$ cat src/rtl/llps_pkg.sv
// Package for the light level pattern sequencer: constants, opcodes, command/status types.
// Used by llps_ctrl, llps_datapath and light_level_pattern_sequencer.
package llps_pkg;

    localparam int USER_STYLES_DEF = 16;
    localparam int ALL_STYLES_DEF  = 64;
    localparam int PATTERN_LEN_DEF = 64;
    localparam int FRAC_BITS_DEF   = 12;
    localparam int MAX_LEAVES_DEF  = 16;

    localparam int RESULT_MAX  = 16;
    localparam int DARK_STYLE  = 64;
    localparam int LEVEL_MAX   = 400;
    localparam int LEVEL_STEP  = 22;
    localparam int EMPTY_LEVEL = 256;
    localparam int FLASH_BOOST = 8'h80;
    localparam int LIGHT_MAX   = 8'hFF;
    localparam int TIME_SCALE  = 10;

    localparam logic [2:0] OP_LOAD   = 3'd0;
    localparam logic [2:0] OP_DIRECT = 3'd1;
    localparam logic [2:0] OP_TICK   = 3'd2;
    localparam logic [2:0] OP_LEAF   = 3'd3;
    localparam logic [2:0] OP_ENTITY = 3'd4;

    // Commands from controller to datapath.
    typedef struct packed {
        logic capture;     // register the accepted transaction
        logic do_load;     // write letter / length
        logic do_direct;   // write direct level
        logic tick_start;  // compute step, reset style counter
        logic mem_read;    // issue pattern read for current style
        logic div_start;   // start modulo of step by length
        logic div_step;    // one restoring division step
        logic tick_write;  // write level of current style, advance
        logic leaf_mul;    // register products
        logic leaf_acc;    // accumulate sum
        logic avg_start;   // start averaging division
        logic out_style;   // load output with current style level
        logic out_entity;  // load output with entity light
        logic out_avg;     // load output with average
    } llps_cmd_t;

    typedef struct packed {
        logic [2:0] opcode;
        logic       final_leaf;
        logic       div_done;
        logic       style_last;  // current style is the last user style
        logic       emit_last;   // current emitted style is the last one
        logic       emit_ok;     // current style is below the result limit
    } llps_stat_t;

    function automatic logic [8:0] letter_level(input logic [4:0] letter);
        logic [9:0] k;
        k = 10'(letter) * 10'(LEVEL_STEP);
        letter_level = (k > 10'(LEVEL_MAX)) ? 9'(LEVEL_MAX) : k[8:0];
    endfunction

endpackage

$ cat src/rtl/llps_ctrl.sv
// Controller state machine of the light level pattern sequencer.
// Drives llps_datapath through llps_pkg::llps_cmd_t and reads its status.
module llps_ctrl (
    input  logic                 aclk,
    input  logic                 aresetn,
    input  logic                 s_valid,
    output logic                 s_ready,
    output logic                 m_valid,
    input  logic                 m_ready,
    output llps_pkg::llps_cmd_t  cmd,
    input  llps_pkg::llps_stat_t stat
);
    localparam logic [3:0] ST_IDLE = 4'd0, ST_DEC = 4'd1, ST_DIV = 4'd2, ST_RD = 4'd3,
                           ST_WR = 4'd4, ST_EMIT = 4'd5, ST_EWAIT = 4'd6, ST_MUL = 4'd7,
                           ST_ACC = 4'd8, ST_AVG = 4'd9, ST_ADIV = 4'd10, ST_OUT = 4'd11,
                           ST_DSET = 4'd12;

    logic [3:0] state_reg, state_next;
    logic       mv_reg, mv_next;

    assign s_ready = aresetn && (state_reg == ST_IDLE) && (!mv_reg || m_ready);
    assign m_valid = mv_reg;

    always_comb begin
        state_next = state_reg;
        mv_next    = mv_reg && !m_ready;
        cmd        = '0;
        case (state_reg)
            ST_IDLE: begin
                if (s_valid && s_ready) begin
                    cmd.capture = 1'b1;
                    state_next  = ST_DEC;
                end
            end
            ST_DEC: begin
                case (stat.opcode)
                    llps_pkg::OP_LOAD:   begin cmd.do_load = 1'b1; state_next = ST_IDLE; end
                    llps_pkg::OP_DIRECT: begin cmd.do_direct = 1'b1; state_next = ST_IDLE; end
                    llps_pkg::OP_TICK:   begin cmd.tick_start = 1'b1; state_next = ST_DSET; end
                    llps_pkg::OP_LEAF:   state_next = ST_MUL;
                    llps_pkg::OP_ENTITY: state_next = ST_OUT;
                    default:             state_next = ST_IDLE;
                endcase
            end
            ST_DSET: begin cmd.div_start = 1'b1; state_next = ST_DIV; end
            ST_DIV: begin
                cmd.div_step = 1'b1;
                if (stat.div_done) begin cmd.div_step = 1'b0; state_next = ST_RD; end
            end
            ST_RD: begin cmd.mem_read = 1'b1; state_next = ST_WR; end
            ST_WR: begin
                if (!mv_reg || m_ready) begin
                    cmd.tick_write = 1'b0;
                    state_next = ST_EMIT;
                end
            end
            ST_EMIT: begin
                // Level is written in ST_EWAIT and, if within the result limit, presented together.
                state_next = ST_EWAIT;
            end
            ST_EWAIT: begin
                if (!mv_reg || m_ready) begin
                    cmd.tick_write = 1'b1;
                    if (stat.emit_ok) begin cmd.out_style = 1'b1; mv_next = 1'b1; end
                    state_next = stat.style_last ? ST_IDLE : ST_DSET;
                end
            end
            ST_MUL: begin cmd.leaf_mul = 1'b1; state_next = ST_ACC; end
            ST_ACC: begin
                cmd.leaf_acc = 1'b1;
                state_next = stat.final_leaf ? ST_AVG : ST_IDLE;
            end
            ST_AVG: begin cmd.avg_start = 1'b1; state_next = ST_ADIV; end
            ST_ADIV: begin
                cmd.div_step = 1'b1;
                if (stat.div_done && (!mv_reg || m_ready)) begin
                    cmd.div_step = 1'b0; cmd.out_avg = 1'b1; mv_next = 1'b1;
                    state_next = ST_IDLE;
                end
            end
            ST_OUT: begin
                if (!mv_reg || m_ready) begin
                    cmd.out_entity = 1'b1; mv_next = 1'b1; state_next = ST_IDLE;
                end
            end
            default: state_next = ST_IDLE;
        endcase
    end

    always_ff @(posedge aclk) begin
        if (!aresetn) begin
            state_reg <= ST_IDLE;
            mv_reg    <= 1'b0;
        end else begin
            state_reg <= state_next;
            mv_reg    <= mv_next;
        end
    end
endmodule
$ cat config.mk
export PLATFORM = sky130hd
export DESIGN_NAME = llps_ctrl
export DESIGN_NICKNAME = d
export VERILOG_FILES = /design/src/rtl/llps_pkg.sv /design/src/rtl/llps_ctrl.sv
export SDC_FILE = /design/constraint.sdc
export NUM_CORES = 1
export LEC_CHECK = 0
export BUFFER_PORTS_ARGS = -buffer_cell sky130_fd_sc_hd__buf_2
export CAP_MARGIN = 20
export CORE_UTILIZATION = 44
export CTS_CLUSTER_DIAMETER = 150
export CTS_CLUSTER_SIZE = 10
export DETAILED_ROUTE_END_ITERATION = 10
export GPL_ROUTABILITY_DRIVEN = 0
export PLACE_DENSITY = 0.76
export SLEW_MARGIN = 10
export SYNTH_ARGS = -nofsm -noshare
export SYNTH_HDL_FRONTEND = slang
export SYNTH_SLANG_ARGS = --single-unit
$ cat constraint.sdc
create_clock -name aclk -period 2.2 [get_ports aclk]
set_clock_uncertainty 0.2 [all_clocks]
set_input_delay 0 -clock aclk [delete_from_list [all_inputs] [get_ports aclk]]
set_output_delay 0 -clock aclk [all_outputs]
set_load 0.005 [all_outputs]
==> results.sh <==
export IMPL_drt_total_wl_mm=1.470
export IMPL_seqPwrFrac_pct=26.5
export IMPL_dr_pass1_iters=4
export IMPL_rsz0062_at_grt="no"
export IMPL_grt_usage_pct=22.01
export IMPL_synthesis_area_um2=596.8
export IMPL_grt_pass1_vias=582
export IMPL_drt_initial_drc_count=18
export IMPL_grt_overflow_total=0
export IMPL_crit_arrival_ns=1.97
export IMPL_slew_headroom_pct=69.72
export IMPL_ys_seq_elements=5
export IMPL_synth_cell_types=42
export IMPL_min_from="stat[5]"
export IMPL_dp_hpwl_mm=1.110
export IMPL_vias=693
export IMPL_crit_type="flop to flop"
export IMPL_fin_setup_tns_ns=0
export IMPL_drive_gt1_share_pct=33.94
export IMPL_timing_fmax_mhz=492.8
export IMPL_grt_pass1_wl_mm=2.366
export IMPL_p_sw_share_pct=46.32
export IMPL_hold_viol=0
export IMPL_setup_violations=0
export IMPL_dieHeight_um=38.83
export IMPL_io_pins=28
export IMPL_start_kind="flop"
export IMPL_internal_power_uw=393.2
export IMPL_cts_resized=0
export IMPL_wl_per_cell_um=11.95
export IMPL_endpoint_kind="flop"
export IMPL_whs_ns=0.07782
export IMPL_powerDensity_mw_per_mm2=927.8
export IMPL_holdPathStages=4
export IMPL_leakagePower_uw=0.0003487
export IMPL_cp_top_family="buffers and inverters"
export IMPL_worstReg2RegStart="state_reg[0]$_SDFFE_PN0P_"
export IMPL_n_antenna_cell=0
export IMPL_timing_critical_path_cells="nor2_1 > nand3_1 > o21ai_0 > a21oi_1 > dlygate4sd3_1 > nor2b_1"
export IMPL_initial_utilization_pct=50.32
export IMPL_clkSinkCount=5
export IMPL_total_power_uw=732.5
export IMPL_final_cell_mix="buf_2, nor2_1, nand2_1"
export IMPL_synth_async_reset_ratio_pct=0
export IMPL_post_drt_via_cell_ratio=5.634
export IMPL_ant_nets=0
export IMPL_cts_tree="built"
export IMPL_hold_buffers=5
export IMPL_tightest_slew_ns=0.4535
export IMPL_power_frac_clock_pct=14.4
export IMPL_min_path_type="primary input to flop"
export IMPL_period_needed_ns=2.029
export IMPL_p_sw_uw=339.3
export IMPL_drc=0
export IMPL_path_max_fanout=11
export IMPL_max_stage_delay_ns=0.57
export IMPL_clockBufferDepth=2
export IMPL_ir_drop_v=0.0004738
export IMPL_area_growth_pct=32.29
export IMPL_synthesis_nets=90
export IMPL_grt_max_degree=15
export IMPL_syn_inst=78
export IMPL_crit_required_ns=2.14
export IMPL_fin_nets=122
export IMPL_synth_edf_count=0
export IMPL_synth_avg_cell_area_um2=7.652
export IMPL_cts_root_buf="clkbuf_4"
export IMPL_crit_buf_inv=1
export IMPL_synth_ff_type="dfxtp_1"
export IMPL_outcome="finished clean"
export IMPL_worst_r2r_path_depth=6
export IMPL_drv_cap=0
export IMPL_layout_commonest_cell="buf_2"
export IMPL_critPathSlowestCell="dlygate4sd3_1"
export IMPL_fp_dieArea_mm2=0.001508
export IMPL_clkLatencyLatePin_ns=0.24
export IMPL_cts_buffers=3
export IMPL_reg2reg_to="m_valid$_SDFF_PN0_"
export IMPL_io_buffers=26
export IMPL_drv_slew=0
export IMPL_largest_reg_flops=4
export IMPL_rows=12
export IMPL_cts_setup_buffers=0
export IMPL_clk_pin_slew_ns=0.05
export IMPL_core_mm2=0.001186
export IMPL_min_period_over_period_pct=92.23
export IMPL_whs_endpoint="state_reg[3]$_SDFFE_PN0P_"
export IMPL_reg2reg_setup_slack_ns=0.17
export IMPL_cts_htree_levels=1
export IMPL_antenna_found_initial=0
export IMPL_yosys_warnings=0
export IMPL_power_frac_comb_pct=59.1
export IMPL_yosysSeqAreaShare_pct=16.77
export IMPL_die_x_um=38.83
-- worst reg2reg max path: stages, from the launching register on --
cell and delay (ns):
dfxtp_1 0.55, nor2_1 0.18, nand3_1 0.11, o21ai_0 0.08, a21oi_1 0.19, dlygate4sd3_1 0.57
nor2b_1 0.04
-- cells by family after synthesis --
group                  Yosys count  share of synthesized area [%]
flip-flops                       5                          16.77
multiplexers                     1                          1.677
XOR/XNOR                         2                          2.936
AND/OR/NAND/NOR                 45                          49.48
AO/OA/AOI/OAI                   18                          21.39
buffers and inverters            7                          7.756
-- per-stage QoR --
stage	utilization, %	cells	area [µm²]	setup WS [ns]
after global routing	66.56	123	789.5	0.09101
after global placement	60.13	114	713.2	0.4307
after floorplan	-	78	596.8	0.6594
after detailed placement	60.13	114	713.2	0.4399
after CTS	66.56	123	789.5	0.2215
final	66.56	123	789.5	0.1709
-- worst max-delay path by stage --
stage | from | to | slack (ns) | depth (start not counted)
global route | state_reg[0]$_SDFFE_PN0P_ | m_valid$_SDFF_PN0_ | 0.09 | 6
CTS | state_reg[0]$_SDFFE_PN0P_ | m_valid$_SDFF_PN0_ | 0.22 | 6
floorplan | m_valid$_SDFF_PN0_ | state_reg[2]$_SDFFE_PN0P_ | 0.66 | 6
detailed placement | state_reg[1]$_SDFFE_PN0P_ | state_reg[0]$_SDFFE_PN0P_ | 0.44 | 5
finish | state_reg[0]$_SDFFE_PN0P_ | m_valid$_SDFF_PN0_ | 0.17 | 6
global placement | state_reg[1]$_SDFFE_PN0P_ | state_reg[0]$_SDFFE_PN0P_ | 0.43 | 5
-- power groups by stage --
stage                     sequential (µW)  combinational, µW  clock, µW
after global placement                195                416          0
after detailed placement              193                418          0
after global routing                  201                481        111
after floorplan                       139                378          0
after CTS                             192                429        108
final                                 194                433        105
-- metal layers --
metal | up-vias | routed length (µm) | global-route usage, %
met3 | 0 | 56 | 3.468
li1 | 349 | - | -
met1 | 324 | 714 | 31.01
met4 | 0 | 0 | 0
met2 | 20 | 699 | 37.08
met5 | - | 0 | 0
-- layout make-up --
cell class	instances	area, µm²
flip-flops and latches	5	100.1
clock buffers	4	26.28
multi-input cells	66	450.4
fillers	113	396.6
well taps	14	17.52
inverters	2	7.507
repair buffers	32	187.7
-- cell usage after synthesis (2+ instances only) --
library cell | number | area share [%]
a21oi_1 | 3 | 2.5
and2_1 | 2 | 2.1
buf_6 | 2 | 3.8
dfxtp_1 | 5 | 17
inv_1 | 2 | 1.3
nand2_1 | 6 | 3.8
nand2b_1 | 2 | 2.1
nor2_1 | 11 | 6.9
nor2b_1 | 4 | 4.2
nor2b_4 | 2 | 4.6
nor3_1 | 4 | 3.4
nor3b_2 | 2 | 4.2
o21ai_0 | 4 | 3.4
Note: power is estimated with default switching activity, not from simulation.
